**config.mk**
```make
export PLATFORM = sky130hd
export DESIGN_NAME = least_squares_line_fit_top
export DESIGN_NICKNAME = d
export VERILOG_FILES = /design/src/design/lslf_pkg.sv /design/src/design/lslf_ctrl.sv /design/src/design/lslf_dp.sv /design/src/design/least_squares_line_fit_top.sv
export VERILOG_INCLUDE_DIRS = /design/src /design/src/design
export SDC_FILE = /design/constraint.sdc
export NUM_CORES = 2
export LEC_CHECK = 0
export BUFFER_PORTS_ARGS = -buffer_cell sky130_fd_sc_hd__clkbuf_2
export CORE_AREA = 2 2 474 476
export DETAILED_ROUTE_END_ITERATION = 6
export DIE_AREA = 0 0 476 478
export HOLD_SLACK_MARGIN = 0.08
export SLEW_MARGIN = 20
export SYNTH_ARGS = -nofsm -noshare
export SYNTH_HDL_FRONTEND = slang
export SYNTH_SLANG_ARGS = --single-unit
```
**constraint.sdc**
```tcl
create_clock -name clk -period 17.56 [get_ports clk]
set_input_delay 4.39 -clock clk [delete_from_list [all_inputs] [get_ports clk]]
set_output_delay 4.39 -clock clk [all_outputs]
set_load 0.02 [all_outputs]
```
**src/design/least_squares_line_fit_top_defines.svh**
```systemverilog
// Assertion macros for the line-fit RTL.
// Self-contained; included by files that carry concurrent assertions.
`ifndef LEAST_SQUARES_LINE_FIT_TOP_DEFINES_SVH
`define LEAST_SQUARES_LINE_FIT_TOP_DEFINES_SVH

`ifndef SYNTH
// Same-cycle implication check
`define LSLF_ASSERT_IMPL(label, clk, rst, ante, cons) \
  label: assert property (@(posedge clk) disable iff (rst) (ante) |-> (cons)) \
    else $error("same-cycle check failed");
// Next-cycle implication check
`define LSLF_ASSERT_NEXT(label, clk, rst, ante, cons) \
  label: assert property (@(posedge clk) disable iff (rst) (ante) |=> (cons)) \
    else $error("next-cycle check failed");
`else
`define LSLF_ASSERT_IMPL(label, clk, rst, ante, cons)
`define LSLF_ASSERT_NEXT(label, clk, rst, ante, cons)
`endif

`endif

```
**src/design/lslf_pkg.sv**
```systemverilog
// Shared types, widths and codes for the least-squares line fit block.
// No dependencies; imported by the controller, the datapath and the top level.
package lslf_pkg;

  localparam int MAX_POINTS = 4096;
  localparam int COORD_W    = 12;
  localparam int CFG_DATA_W = 13;
  localparam int CFG_IDX_W  = 1;
  localparam int CNT_W      = 13;            // holds MAX_POINTS itself
  localparam int CTR_W      = COORD_W + 1;   // centered coordinate, signed
  localparam int SUM_W      = 25;            // sum of x or y, signed
  localparam int SQ_W       = 38;            // sum of x*y or x*x, signed
  localparam int A_W        = 52;            // wide multiplier operand, num and den
  localparam int DIG_W      = 13;            // multiplier digit
  localparam int B_W        = 2 * DIG_W;     // narrow multiplier operand
  localparam int PROD_W     = 78;            // product and intercept numerator
  localparam int FRAC_W     = 16;            // Q16.16 fraction bits
  localparam int DIVN_W     = PROD_W + FRAC_W;
  localparam int DIVD_W     = 64;            // divisor
  localparam int RES_W      = 32;
  localparam int Q_W        = RES_W + 1;
  localparam int DCNT_W     = $clog2(DIVN_W);

  localparam logic [CFG_IDX_W-1:0]  REG_IMAGE_WIDTH  = CFG_IDX_W'(0);
  localparam logic [CFG_IDX_W-1:0]  REG_IMAGE_HEIGHT = CFG_IDX_W'(1);
  localparam logic [CFG_DATA_W-1:0] WIDTH_RESET      = CFG_DATA_W'(640);
  localparam logic [CFG_DATA_W-1:0] HEIGHT_RESET     = CFG_DATA_W'(480);

  localparam logic [RES_W-1:0] RES_MAX = {1'b0, {(RES_W-1){1'b1}}};
  localparam logic [RES_W-1:0] RES_MIN = {1'b1, {(RES_W-1){1'b0}}};

  typedef struct packed {
    logic [COORD_W-1:0] point_x;
    logic [COORD_W-1:0] point_y;
    logic               last_point;
  } lslf_in_t;

  typedef struct packed {
    logic signed [RES_W-1:0] slope;
    logic signed [RES_W-1:0] intercept;
    logic [CNT_W-1:0]        point_count;
    logic                    degenerate;
    logic                    saturated;
  } lslf_out_t;

  // Products of the fit, in the order the controller runs them
  typedef enum logic [2:0] {
    OP_NSXY,
    OP_SXSY,
    OP_NSXX,
    OP_SXSX,
    OP_DENSY,
    OP_NUMSX,
    OP_NDEN
  } mul_op_t;

  typedef struct packed {
    logic    take_point;
    logic    mul_load;
    logic    mul_step;
    logic    mul_wb;
    mul_op_t mul_op;
    logic    check;
    logic    div_load;
    logic    div_step;
    logic    div_wb;
    logic    div_sel;     // 0: slope, 1: intercept
    logic    load_out;
    logic    clear_sums;
  } dp_cmd_t;

  typedef struct packed {
    logic mul_last;
    logic div_last;
    logic degen;
    logic out_free;
  } dp_status_t;

endpackage

```
**src/design/lslf_ctrl.sv**
```systemverilog
// Sequencer for the line fit: point intake, product sequence, two divisions.
// Depends on lslf_pkg; drives the datapath through dp_cmd_t.
module lslf_ctrl (
  input  logic                 clk,
  input  logic                 rst,
  input  logic                 in_valid,
  input  logic                 in_last,
  output logic                 in_stall,
  input  lslf_pkg::dp_status_t status,
  output lslf_pkg::dp_cmd_t    cmd
);
  import lslf_pkg::*;

  typedef enum logic [3:0] {
    S_ACCEPT,
    S_DRAIN,
    S_MLOAD,
    S_MRUN,
    S_MWB,
    S_CHECK,
    S_DLOAD,
    S_DRUN,
    S_DWB,
    S_FINISH
  } state_t;

  state_t  state;
  mul_op_t op;
  logic    div_sel;

  function automatic mul_op_t next_op(input mul_op_t cur);
    case (cur)
      OP_NSXY:  return OP_SXSY;
      OP_SXSY:  return OP_NSXX;
      OP_NSXX:  return OP_SXSX;
      OP_SXSX:  return OP_DENSY;
      OP_DENSY: return OP_NUMSX;
      OP_NUMSX: return OP_NDEN;
      default:  return OP_NSXY;
    endcase
  endfunction

  always_ff @(posedge clk) begin
    if (rst) begin
      state   <= S_ACCEPT;
      op      <= OP_NSXY;
      div_sel <= 1'b0;
    end else begin
      case (state)
        S_ACCEPT: begin
          if (in_valid && in_last) state <= S_DRAIN;
        end
        S_DRAIN: begin
          op    <= OP_NSXY;
          state <= S_MLOAD;
        end
        S_MLOAD: state <= S_MRUN;
        S_MRUN: begin
          if (status.mul_last) state <= S_MWB;
        end
        S_MWB: begin
          case (op)
            OP_SXSX: state <= S_CHECK;
            OP_NDEN: begin
              div_sel <= 1'b0;
              state   <= S_DLOAD;
            end
            default: begin
              op    <= next_op(op);
              state <= S_MLOAD;
            end
          endcase
        end
        S_CHECK: begin
          // skip the last products and the divisions on an empty set or a horizontal spread of zero
          if (status.degen) begin
            state <= S_FINISH;
          end else begin
            op    <= OP_DENSY;
            state <= S_MLOAD;
          end
        end
        S_DLOAD: state <= S_DRUN;
        S_DRUN: begin
          if (status.div_last) state <= S_DWB;
        end
        S_DWB: begin
          if (!div_sel) begin
            div_sel <= 1'b1;
            state   <= S_DLOAD;
          end else begin
            state <= S_FINISH;
          end
        end
        S_FINISH: begin
          if (status.out_free) state <= S_ACCEPT;
        end
        default: state <= S_ACCEPT;
      endcase
    end
  end

  assign in_stall = (state != S_ACCEPT);

  always_comb begin
    cmd            = '0;
    cmd.mul_op     = op;
    cmd.div_sel    = div_sel;
    cmd.take_point = (state == S_ACCEPT) && in_valid;
    cmd.mul_load   = (state == S_MLOAD);
    cmd.mul_step   = (state == S_MRUN);
    cmd.mul_wb     = (state == S_MWB);
    cmd.check      = (state == S_CHECK);
    cmd.div_load   = (state == S_DLOAD);
    cmd.div_step   = (state == S_DRUN);
    cmd.div_wb     = (state == S_DWB);
    cmd.load_out   = (state == S_FINISH) && status.out_free;
    cmd.clear_sums = (state == S_FINISH) && status.out_free;
  end

endmodule

```
**src/design/lslf_dp.sv**
```systemverilog
// Datapath of the line fit: centering, running sums, digit-serial multiplier,
// restoring divider and output register. Depends on lslf_pkg and the defines header.
`include "least_squares_line_fit_top_defines.svh"
module lslf_dp (
  input  logic                          clk,
  input  logic                          rst,
  input  logic                          cfg_we,
  input  logic [lslf_pkg::CFG_IDX_W-1:0]  cfg_index,
  input  logic [lslf_pkg::CFG_DATA_W-1:0] cfg_data,
  input  lslf_pkg::lslf_in_t            in_data,
  input  lslf_pkg::dp_cmd_t             cmd,
  output lslf_pkg::dp_status_t          status,
  input  logic                          out_stall,
  output logic                          out_valid,
  output lslf_pkg::lslf_out_t           out_data
);
  import lslf_pkg::*;

  // configuration
  logic [CFG_DATA_W-1:0] image_width;
  logic [CFG_DATA_W-1:0] image_height;

  // staged point and running sums
  logic                     stage_valid;
  logic signed [CTR_W-1:0]  x_q;
  logic signed [CTR_W-1:0]  y_q;
  logic [CNT_W-1:0]         count;
  logic signed [SUM_W-1:0]  sum_x;
  logic signed [SUM_W-1:0]  sum_y;
  logic signed [SQ_W-1:0]   sum_xy;
  logic signed [SQ_W-1:0]   sum_xx;

  // multiplier
  logic [A_W-1:0]    mag_a;
  logic [B_W-1:0]    mag_b;
  logic              mul_neg;
  logic              mul_dig;
  logic [PROD_W-1:0] acc;
  logic [PROD_W-1:0] tmp;
  logic [A_W-1:0]    num;
  logic [A_W-1:0]    den;
  logic [PROD_W-1:0] inum;
  logic [DIVD_W-1:0] nden;

  // divider
  logic [DIVN_W-1:0] dvd;
  logic [DIVD_W-1:0] dvs;
  logic [DIVD_W-1:0] rem;
  logic [Q_W-1:0]    quo;
  logic              q_ovf;
  logic              div_neg;
  logic [DCNT_W-1:0] div_cnt;

  // fit results
  logic [RES_W-1:0] slope_r;
  logic [RES_W-1:0] icpt_r;
  logic             degen_r;
  logic             sat_r;

  function automatic logic [A_W-1:0] mag_w(input logic [A_W-1:0] v);
    return v[A_W-1] ? (~v + 1'b1) : v;
  endfunction

  function automatic logic [B_W-1:0] mag_n(input logic [B_W-1:0] v);
    return v[B_W-1] ? (~v + 1'b1) : v;
  endfunction

  function automatic logic [DIVN_W-1:0] mag_dvd(input logic [DIVN_W-1:0] v);
    return v[DIVN_W-1] ? (~v + 1'b1) : v;
  endfunction

  function automatic logic [DIVD_W-1:0] mag_dvs(input logic [DIVD_W-1:0] v);
    return v[DIVD_W-1] ? (~v + 1'b1) : v;
  endfunction

  // ---------------- configuration ----------------
  always_ff @(posedge clk) begin
    if (rst) begin
      image_width  <= WIDTH_RESET;
      image_height <= HEIGHT_RESET;
    end else if (cfg_we) begin
      case (cfg_index)
        REG_IMAGE_WIDTH:  image_width  <= cfg_data;
        REG_IMAGE_HEIGHT: image_height <= cfg_data;
        default: ;
      endcase
    end
  end

  // ---------------- centering and accumulation ----------------
  logic [COORD_W-1:0]      half_w;
  logic [COORD_W-1:0]      half_h;
  logic signed [B_W-1:0]   xy;
  logic signed [B_W-1:0]   xx;

  assign half_w = image_width[CFG_DATA_W-1:1];
  assign half_h = image_height[CFG_DATA_W-1:1];
  assign xy = {{(B_W-CTR_W){x_q[CTR_W-1]}}, x_q} * {{(B_W-CTR_W){y_q[CTR_W-1]}}, y_q};
  assign xx = {{(B_W-CTR_W){x_q[CTR_W-1]}}, x_q} * {{(B_W-CTR_W){x_q[CTR_W-1]}}, x_q};

  always_ff @(posedge clk) begin
    if (cmd.take_point) begin
      x_q <= signed'({1'b0, in_data.point_x} - {1'b0, half_w});
      y_q <= signed'({1'b0, half_h} - {1'b0, in_data.point_y});
    end
  end

  always_ff @(posedge clk) begin
    if (rst) begin
      stage_valid <= 1'b0;
      count       <= '0;
      sum_x       <= '0;
      sum_y       <= '0;
      sum_xy      <= '0;
      sum_xx      <= '0;
    end else begin
      stage_valid <= cmd.take_point;
      if (cmd.clear_sums) begin
        count  <= '0;
        sum_x  <= '0;
        sum_y  <= '0;
        sum_xy <= '0;
        sum_xx <= '0;
      end else if (stage_valid && (count < CNT_W'(MAX_POINTS))) begin
        // drop points once the set is full
        count  <= count + 1'b1;
        sum_x  <= sum_x + {{(SUM_W-CTR_W){x_q[CTR_W-1]}}, x_q};
        sum_y  <= sum_y + {{(SUM_W-CTR_W){y_q[CTR_W-1]}}, y_q};
        sum_xy <= sum_xy + {{(SQ_W-B_W){xy[B_W-1]}}, xy};
        sum_xx <= sum_xx + {{(SQ_W-B_W){xx[B_W-1]}}, xx};
      end
    end
  end

  // ---------------- multiplier: two digits of DIG_W bits ----------------
  logic [A_W-1:0]       op_a;
  logic [B_W-1:0]       op_b;
  logic [B_W-1:0]       n_b;
  logic [DIG_W-1:0]     digit;
  logic [A_W+DIG_W-1:0] pp;
  logic [PROD_W-1:0]    pp_ext;
  logic [PROD_W-1:0]    prod;
  logic [PROD_W-1:0]    diff;

  assign n_b = {{(B_W-CNT_W){1'b0}}, count};

  always_comb begin
    case (cmd.mul_op)
      OP_NSXY: begin
        op_a = {{(A_W-SQ_W){sum_xy[SQ_W-1]}}, sum_xy};
        op_b = n_b;
      end
      OP_SXSY: begin
        op_a = {{(A_W-SUM_W){sum_x[SUM_W-1]}}, sum_x};
        op_b = {{(B_W-SUM_W){sum_y[SUM_W-1]}}, sum_y};
      end
      OP_NSXX: begin
        op_a = {{(A_W-SQ_W){sum_xx[SQ_W-1]}}, sum_xx};
        op_b = n_b;
      end
      OP_SXSX: begin
        op_a = {{(A_W-SUM_W){sum_x[SUM_W-1]}}, sum_x};
        op_b = {{(B_W-SUM_W){sum_x[SUM_W-1]}}, sum_x};
      end
      OP_DENSY: begin
        op_a = den;
        op_b = {{(B_W-SUM_W){sum_y[SUM_W-1]}}, sum_y};
      end
      OP_NUMSX: begin
        op_a = num;
        op_b = {{(B_W-SUM_W){sum_x[SUM_W-1]}}, sum_x};
      end
      OP_NDEN: begin
        op_a = den;
        op_b = n_b;
      end
      default: begin
        op_a = '0;
        op_b = '0;
      end
    endcase
  end

  assign digit  = mul_dig ? mag_b[B_W-1:DIG_W] : mag_b[DIG_W-1:0];
  assign pp     = {{DIG_W{1'b0}}, mag_a} * {{A_W{1'b0}}, digit};
  assign pp_ext = {{(PROD_W-A_W-DIG_W){1'b0}}, pp};
  assign prod   = mul_neg ? (~acc + 1'b1) : acc;
  assign diff   = tmp - prod;

  always_ff @(posedge clk) begin
    if (rst) begin
      mul_dig <= 1'b0;
    end else if (cmd.mul_load) begin
      mul_dig <= 1'b0;
    end else if (cmd.mul_step) begin
      mul_dig <= 1'b1;
    end
  end

  always_ff @(posedge clk) begin
    if (cmd.mul_load) begin
      mag_a   <= mag_w(op_a);
      mag_b   <= mag_n(op_b);
      mul_neg <= op_a[A_W-1] ^ op_b[B_W-1];
      acc     <= '0;
    end else if (cmd.mul_step) begin
      acc <= acc + (mul_dig ? (pp_ext << DIG_W) : pp_ext);
    end
    if (cmd.mul_wb) begin
      case (cmd.mul_op)
        OP_NSXY:  tmp  <= prod;
        OP_SXSY:  num  <= diff[A_W-1:0];
        OP_NSXX:  tmp  <= prod;
        OP_SXSX:  den  <= diff[A_W-1:0];
        OP_DENSY: tmp  <= prod;
        OP_NUMSX: inum <= diff;
        OP_NDEN:  nden <= prod[DIVD_W-1:0];
        default: ;
      endcase
    end
  end

  // ---------------- restoring divider, one quotient bit a cycle ----------------
  logic [DIVN_W-1:0] dvd_src;
  logic [DIVD_W-1:0] dvs_src;
  logic [DIVD_W:0]   rem_sh;
  logic              rem_ge;
  logic [DIVD_W:0]   rem_sub;
  logic              pos_sat;
  logic              neg_sat;
  logic              div_sat;
  logic [RES_W-1:0]  div_res;

  assign dvd_src = cmd.div_sel ? {inum, {FRAC_W{1'b0}}}
                               : {{(PROD_W-A_W){num[A_W-1]}}, num, {FRAC_W{1'b0}}};
  assign dvs_src = cmd.div_sel ? nden : {{(DIVD_W-A_W){den[A_W-1]}}, den};
  assign rem_sh  = {rem, dvd[DIVN_W-1]};
  assign rem_ge  = rem_sh >= {1'b0, dvs};
  assign rem_sub = rem_sh - {1'b0, dvs};

  // quotient bits above the low Q_W are folded into q_ovf
  assign pos_sat = q_ovf || (quo[Q_W-1:Q_W-2] != 2'b00);
  assign neg_sat = q_ovf || (quo > {1'b0, RES_MIN});
  assign div_sat = div_neg ? neg_sat : pos_sat;
  assign div_res = div_neg ? (neg_sat ? RES_MIN : (~quo[RES_W-1:0] + 1'b1))
                           : (pos_sat ? RES_MAX : quo[RES_W-1:0]);

  always_ff @(posedge clk) begin
    if (rst) begin
      div_cnt <= '0;
    end else if (cmd.div_load) begin
      div_cnt <= '0;
    end else if (cmd.div_step) begin
      div_cnt <= div_cnt + 1'b1;
    end
  end

  always_ff @(posedge clk) begin
    if (cmd.div_load) begin
      dvd     <= mag_dvd(dvd_src);
      dvs     <= mag_dvs(dvs_src);
      div_neg <= dvd_src[DIVN_W-1] ^ dvs_src[DIVD_W-1];
      rem     <= '0;
      quo     <= '0;
      q_ovf   <= 1'b0;
    end else if (cmd.div_step) begin
      dvd   <= dvd << 1;
      rem   <= rem_ge ? rem_sub[DIVD_W-1:0] : rem_sh[DIVD_W-1:0];
      quo   <= {quo[Q_W-2:0], rem_ge};
      q_ovf <= q_ovf | quo[Q_W-1];
    end
  end

  // ---------------- fit results and output register ----------------
  always_ff @(posedge clk) begin
    if (cmd.check) begin
      degen_r <= status.degen;
      slope_r <= '0;
      icpt_r  <= '0;
      sat_r   <= 1'b0;
    end else if (cmd.div_wb) begin
      if (cmd.div_sel) icpt_r <= div_res;
      else             slope_r <= div_res;
      sat_r <= sat_r | div_sat;
    end
  end

  always_ff @(posedge clk) begin
    if (rst) begin
      out_valid <= 1'b0;
    end else if (cmd.load_out) begin
      out_valid <= 1'b1;
    end else if (!out_stall) begin
      out_valid <= 1'b0;
    end
  end

  always_ff @(posedge clk) begin
    if (cmd.load_out) begin
      out_data.slope       <= signed'(slope_r);
      out_data.intercept   <= signed'(icpt_r);
      out_data.point_count <= count;
      out_data.degenerate  <= degen_r;
      out_data.saturated   <= sat_r;
    end
  end

  assign status.mul_last = mul_dig;
  assign status.div_last = (div_cnt == DCNT_W'(DIVN_W - 1));
  assign status.degen    = (count == '0) || (den == '0);
  assign status.out_free = !out_valid || !out_stall;

  `LSLF_ASSERT_IMPL(a_degen_zero, clk, rst, out_valid && out_data.degenerate, out_data.slope == '0 && out_data.intercept == '0 && !out_data.saturated)
  `LSLF_ASSERT_IMPL(a_den_nonneg, clk, rst, cmd.check, !den[A_W-1])
  `LSLF_ASSERT_NEXT(a_sums_cleared, clk, rst, cmd.clear_sums, count == '0 && sum_x == '0 && sum_xy == '0)
  `LSLF_ASSERT_IMPL(a_count_cap, clk, rst, stage_valid, count <= CNT_W'(MAX_POINTS))

endmodule

```
**src/design/least_squares_line_fit_top.sv**
```systemverilog
// Least-squares line fit, top level: controller plus datapath.
// Depends on lslf_pkg, lslf_ctrl and lslf_dp.
//
// Usage:
//   Points arrive on in_valid/in_stall/in_data, one transfer per cycle while
//   a set streams in. Each point is centered on the image and added to the
//   running count and sums. The point flagged last_point closes the set.
//   After the last transfer in_stall stays high while the fit runs: seven
//   two-digit products, two 94-step divisions, plus drain, check and
//   output load; an empty or degenerate set runs only four products and the
//   check, then skips the divisions.
//   The fit time is set by the one-bit-per-cycle restoring divider.
//   Results leave on out_valid/out_stall/out_data from an output register,
//   so a new set streams in while a result waits. If a second fit ends
//   before the first result is taken, the block holds until it is.
//   cfg_we/cfg_index/cfg_data write image width (index 0) and height
//   (index 1); write only while idle.
//   Synchronous reset: width 640, height 480, sums cleared, no result pending.
module least_squares_line_fit_top (
  input  logic                            clk,
  input  logic                            rst,
  input  logic                            cfg_we,
  input  logic [lslf_pkg::CFG_IDX_W-1:0]  cfg_index,
  input  logic [lslf_pkg::CFG_DATA_W-1:0] cfg_data,
  input  logic                            in_valid,
  output logic                            in_stall,
  input  lslf_pkg::lslf_in_t              in_data,
  output logic                            out_valid,
  input  logic                            out_stall,
  output lslf_pkg::lslf_out_t             out_data
);
  import lslf_pkg::*;

  dp_cmd_t    cmd;
  dp_status_t status;

  lslf_ctrl u_ctrl (
    .clk      (clk),
    .rst      (rst),
    .in_valid (in_valid),
    .in_last  (in_data.last_point),
    .in_stall (in_stall),
    .status   (status),
    .cmd      (cmd)
  );

  lslf_dp u_dp (
    .clk       (clk),
    .rst       (rst),
    .cfg_we    (cfg_we),
    .cfg_index (cfg_index),
    .cfg_data  (cfg_data),
    .in_data   (in_data),
    .cmd       (cmd),
    .status    (status),
    .out_stall (out_stall),
    .out_valid (out_valid),
    .out_data  (out_data)
  );

endmodule

```
==> Word-level counts from Yosys, hierarchy flattened <==
Cells that the tools add are included.
{ "totals": {"out_inout_bits": 81, "ff_bits": 1092, "word_cells": 177} }
{ "classes": {"n_reduce_logical": 41, "mux": 34, "eq_ne": 24, "mul": 3, "bitwise_logic": 12, "add_sub_neg": 17, "magnitude_cmp": 3} }
{ "op_table": {"columns": ["operator", "count"], "rows": [
  ["two-way mux 94 bit", 4],
  ["case mux 52 bit (5 select lines)", 1],
  ["two-way mux 78 bit", 2],
  ["two-way mux 64 bit", 2],
  ["two-way mux 32 bit", 3],
  ["adder 94 x 1 -> 94 bit (second input constant)", 1],
  ["NOT 94 bit", 1],
  ["adder 78 x 1 -> 78 bit (second input constant)", 1],
  ["adder 78 bit", 1],
  ["NOT 78 bit", 1],
  ["case mux 26 bit (3 select lines)", 1],
  ["subtractor 78 bit", 1],
  ["adder 38 bit", 2],
  ["greater-or-equal comparator 65 x 64 -> 1 bit", 1],
  ["multiplier 52 x 13 -> 65 bit", 1],
  ["adder 64 x 1 -> 64 bit (second input constant)", 1],
  ["NOT 64 bit", 1],
  ["subtractor 64 bit", 1],
  ["two-way mux 63 bit", 1],
  ["adder 52 x 1 -> 52 bit (second input constant)", 1],
  ["zero test 52 bit", 1],
  ["multiplier 13 x 13 -> 26 bit", 2],
  ["NOT 52 bit", 1],
  ["two-way mux 51 bit", 1],
  ["47 further kinds", 101]
]} }

==> Logic depth before layout (Yosys ltp) <==
{ "depth": {"ltp_word": 6, "depth_mapped": 41} }

==> Cells and area by module <==
Synthesis repeated with hierarchy kept, for this count alone.
{ "hier_totals": {"hier_cells": 10977, "area_unflattened_um2": 99942.1} }
{ "modules_own_cells": {"columns": ["module", "area_per_inst_um2", "instances", "cells_each"], "rows": [
  ["lslf_dp", 99190.1, 1, 10886],
  ["lslf_ctrl", 752.0, 1, 91]
]} }

==> Worst setup path after synthesis <==
OpenSTA, ideal clock, no wires.
{ "synth_path": {"path_kind": "flip-flop to flip-flop", "start": "reg u_ctrl.op[1]", "end": "reg u_dp.tmp[0] (enable)", "setup_slack_ns": 2.813, "n_path_buf": 7, "path_stages_with_launch": 9, "period_less_slack_ns": 14.747, "required_time_ns": 16.623, "arrival_time_ns": 13.810, "path_cell_list": "dfxtp_1 > clkbuf_1 > buf_2 > buf_2 > buf_4 > buf_2 > buf_2 > buf_1 > a2111oi_0"} }
{ "synth_via": {"elab_chain_len": 3} }
{ "synth_rtl": {"columns": ["element", "line_no", "rtl"], "rows": [
  ["from (decl)", "lslf_ctrl.sv:28", "mul_op_t op;"],
  ["from (signal assigned)", "lslf_ctrl.sv:69", "op <= next_op(op);"],
  ["== test 3 x 2 -> 1 bit, or another cell as far along", "lslf_dp.sv:210", "case (cmd.mul_op)"],
  ["OR reduction 3 bit (no line) (*)", null, null],
  ["AND reduction 2 bit (no line) (*)", null, null],
  ["to (signal assigned)", "lslf_dp.sv:211", "OP_NSXY: tmp <= prod;"],
  ["to (signal assigned)", "lslf_dp.sv:213", "OP_NSXX: tmp <= prod;"],
  ["to (signal assigned)", "lslf_dp.sv:215", "OP_DENSY: tmp <= prod;"],
  ["to (decl)", "lslf_dp.sv:39", "logic [PROD_W-1:0] tmp;"]
]} }
Every way passes the cells marked *; elsewhere a longest branch is shown, timed or not.
A chain may end at the register's enable or synchronous reset.

==> Worst setup path after layout <==
{ "layout_path": {"start": "reg u_dp.mul_dig", "end": "reg u_dp.acc[77]"} }
{ "layout_via": {"elab_chain_len": 4} }
{ "layout_rtl": {"columns": ["element", "line_no", "rtl"], "rows": [
  ["from (decl)", "lslf_dp.sv:37", "logic mul_dig;"],
  ["from (signal assigned)", "lslf_dp.sv:192", "mul_dig <= 1'b0;"],
  ["from (signal assigned)", "lslf_dp.sv:194", "mul_dig <= 1'b0;"],
  ["from (signal assigned)", "lslf_dp.sv:196", "mul_dig <= 1'b1;"],
  ["two-way mux 13 bit", "lslf_dp.sv:184", "assign digit = mul_dig ? mag_b[B_W-1:DIG_W] : mag_b[DIG_W-1:0];"],
  ["multiplier 52 x 13 -> 65 bit", "lslf_dp.sv:185", "assign pp = {{DIG_W{1'b0}}, mag_a} * {{A_W{1'b0}}, digit};"],
  ["two-way mux 78 bit (*)", "lslf_dp.sv:207", "acc <= acc + (mul_dig ? (pp_ext << DIG_W) : pp_ext);"],
  ["adder 78 bit (*)", "lslf_dp.sv:207", null],
  ["to (signal assigned)", "lslf_dp.sv:207", null],
  ["to (decl)", "lslf_dp.sv:38", "logic [PROD_W-1:0] acc;"]
]} }
Marks and branches as above.

==> metrics.yaml <==
report.final.slew_viol_count: 0
required_ns: 18.26
avgRoutedWirePerCell_um: 21.1
cts_tree: "built"
initial_core_util: 0.446
slew_headroom: 0.173
hold_viol: 0
die_width_um: 476
row_count: 174
grt_usage: 0.258
synthFlopType: "edfxtp_1"
clk-insertion-delay-late_ns: 0.81
clock-root-buffer: "clkbuf_16"
cts_buffers: 130
crit_fanout: 27
fin_crit_sh: 0.624
cts_hold_buf: 0
fin_skew_ns: 0.0531
wl_um: 296000
yosys_warnings: 0
first_global_vias: 79000
synth_edf_count: 652
cts_buffer_depth: 3
critical_path_class: "flip-flop to flip-flop"
slowest_stage: "a221oi_1"
ys_types: 99
start_kind: "flip-flop"
via_per_inst: 5.68
vias: 79700
ios: 125
syn-cell-area_sq_mm: 0.0996
num-fill-cells: 21000
ys_async_sr_fraction: 0
outcome: "completed"
worstMarginPinSlew_ns: 1.23
h-tree-depth: 4
synthCells: 11100
area_growth_pct: 7.78
cp_common_cell: "fa_1"
drc: 0
die_y_um: 478
cts_setup_buffers: 0
cts-resized-gates: 0
drive_above_1_share: 0.0541
drt-initial-drc-count: 5887
grt_max_degree: 135
dieArea_sq_mm: 0.228
final_util: 0.481
critPathMaxStageDelay_ns: 0.87
clock_sinks: 1074
overflow: 0
endpoint_kind: "flip-flop"
ys_ff_latch: 1074
drt_pass1_iterations: 7
antenna_found_initial: 10
path_clk_slew_ns: 0.06
drv_cap: 0
setup_viol: 0
layout.nets: 12500
ant_nets: 0
gp_congestion: 0.955
yosysSeqAreaShare: 0.281
setup_tns_ns: 0
numPortBuffers: 123
place_hpwl_um: 229000
synth_fp_nets: 12700
finalCriticalPeriod_ns: 10.96
rsz0062_at_grt: "no"
grt_pass1_wl_um: 460000
arrival_ns: 11.65
fmax_mhz: 91.3
hold_path_class: "flip-flop to flip-flop"
syn_area_per_cell_sq_um: 8.95
core_area_sq_mm: 0.223
## worst max-delay path, delay by kind of cell, from the launching register on
family	cells	cell delay (ns)
flip-flops	1	0.51
adder cells (fa/ha/maj)	7	3.35
buffers and inverters	4	0.68
multiplexers	2	1.00
XOR/XNOR	2	0.35
AO/OA/AOI/OAI	21	4.78
AND/OR/NAND/NOR	1	0.15
## layer usage
metal  GRT usage  share of wire
met4      0.0787          0.032
met5           0        0.00015
met1       0.355           0.44
met3      0.0338          0.061
met2       0.422           0.47
## synthesized netlist by cell type (12+ instances only)
cell / instances / area, sq um
a211oi_1: 94 / 706
a21boi_0: 26 / 195
nor4_1: 58 / 363
o22ai_1: 19 / 119
clkbuf_1: 483 / 1810
edfxtp_1: 652 / 19600
nand2b_1: 108 / 676
nor2b_1: 87 / 544
buf_2: 17 / 85.1
nand3_1: 155 / 776
nand3b_1: 14 / 105
nor3_1: 157 / 786
a31oi_1: 82 / 513
mux2_2: 63 / 709
ha_1: 628 / 7860
o41ai_1: 26 / 228
a221oi_1: 58 / 508
o31ai_1: 77 / 578
a21o_1: 255 / 1910
or2_2: 26 / 163
nor3b_1: 34 / 255
buf_1: 37 / 139
and4_1: 16 / 140
o21bai_1: 82 / 616
mux2i_1: 158 / 1580
nand2_1: 1580 / 5930
or4_1: 21 / 158
a22oi_1: 16 / 120
xnor2_1: 434 / 3800
inv_1: 1201 / 4510
and3_1: 69 / 432
or3_1: 52 / 325
xor2_1: 300 / 2630
o211ai_1: 40 / 300
a41oi_1: 12 / 105
a2111oi_0: 13 / 114
fa_1: 864 / 17300
and2_1: 422 / 2640
nand4_1: 102 / 638
o21a_1: 57 / 428
a21oi_1: 747 / 3740
o21ai_0: 633 / 3170
dfxtp_1: 422 / 8450
nor2_1: 541 / 2030
## through the flow
| step | std cells | hold slack (ns) | cell area (sq um) | worst slack, ns |
|---|---|---|---|---|
| final | 14000 | 0.430 | 107000 | 6.60 |
| after global routing | 14000 | 0.446 | 107000 | 5.95 |
| after CTS | 14000 | 0.430 | 107000 | 6.67 |
| after detailed placement | 13800 | 0.415 | 103000 | 6.68 |
| after global placement | 13800 | 0.412 | 103000 | 6.77 |
| after floorplan | 11100 | 0.400 | 99600 | 2.81 |
## cell usage in the layout (no fill, tap or decap), drive strengths merged, types with 69 or more instances in the layout
cell type	Yosys	routed
a21o	255	255
and3	69	69
o31ai	79	79
buf	58	98
edfxtp	652	652
dfxtp	422	422
fa	864	864
xor2	300	300
a31oi	82	82
ha	628	628
nor3	158	158
o21bai	82	82
nand2b	108	108
mux2i	159	159
a21oi	747	747
nand4	102	102
nand3	156	156
o21ai	634	634
nor2	541	541
nand2	1580	1580
a211oi	94	94
and2	422	422
inv	1202	1217
xnor2	434	434
clkbuf	484	279
nor2b	87	87
## sequential cells by signal, summed over array words and instances, names as in the netlist, 26 cells and up
signal,flops
u_dp.den,52
u_dp.rem,64
u_dp.quo,33
u_dp.icpt_r,32
u_dp.tmp,78
u_dp.dvs,64
u_dp.dvd,78
u_dp.sum_xy,38
u_dp.slope_r,32
u_dp.sum_xx,38
u_dp.mag_a,52
u_dp.nden,64
u_dp.num,52
u_dp.out_data,79
u_dp.inum,78
u_dp.mag_b,26
u_dp.acc,78
## worst paths after layout
kind | startpoint | endpoint | slack, ns | depth (start not counted)
min reg2reg | u_dp.slope_r[14]$_SDFFE_PP0P_ | u_dp.out_data[61]$_DFFE_PP_ | 0.43 | 0
max reg2reg | u_dp.mul_dig$_SDFFE_PP0P_ | u_dp.acc[77]$_SDFFE_PP0P_ | 6.60 | 37
min | u_dp.slope_r[14]$_SDFFE_PP0P_ | u_dp.out_data[61]$_DFFE_PP_ | 0.43 | 0
max | u_dp.mul_dig$_SDFFE_PP0P_ | u_dp.acc[77]$_SDFFE_PP0P_ | 6.60 | 37
## cell families after synthesis
kind of cell / after synthesis / synth area share
fa+ha+maj: 1492 / 0.253
other cells: 1 / 0.0000376
compound gates: 2377 / 0.147
mux: 229 / 0.0247
flops: 1074 / 0.281
buf+inv: 1748 / 0.0663
xor+xnor: 734 / 0.0645
simple gates: 3472 / 0.163
## final cells by class
cell class,instances,area [sq um],area share
Clock inverter,84,1010,0.00943
Sequential cell,1074,28000,0.261
Tap cell,2992,3740,0.0349
Clock buffer,156,3480,0.0324
Antenna cell,4,10.0,0.0000932
Inverter,1206,4530,0.0422
Timing Repair Buffer,221,1420,0.0132
Multi-Input combinational cell,8305,65100,0.607
Power is left out: the tool's default activity adds up to more than one toggle a clock period on the data nets, which glitch-free logic cannot reach.
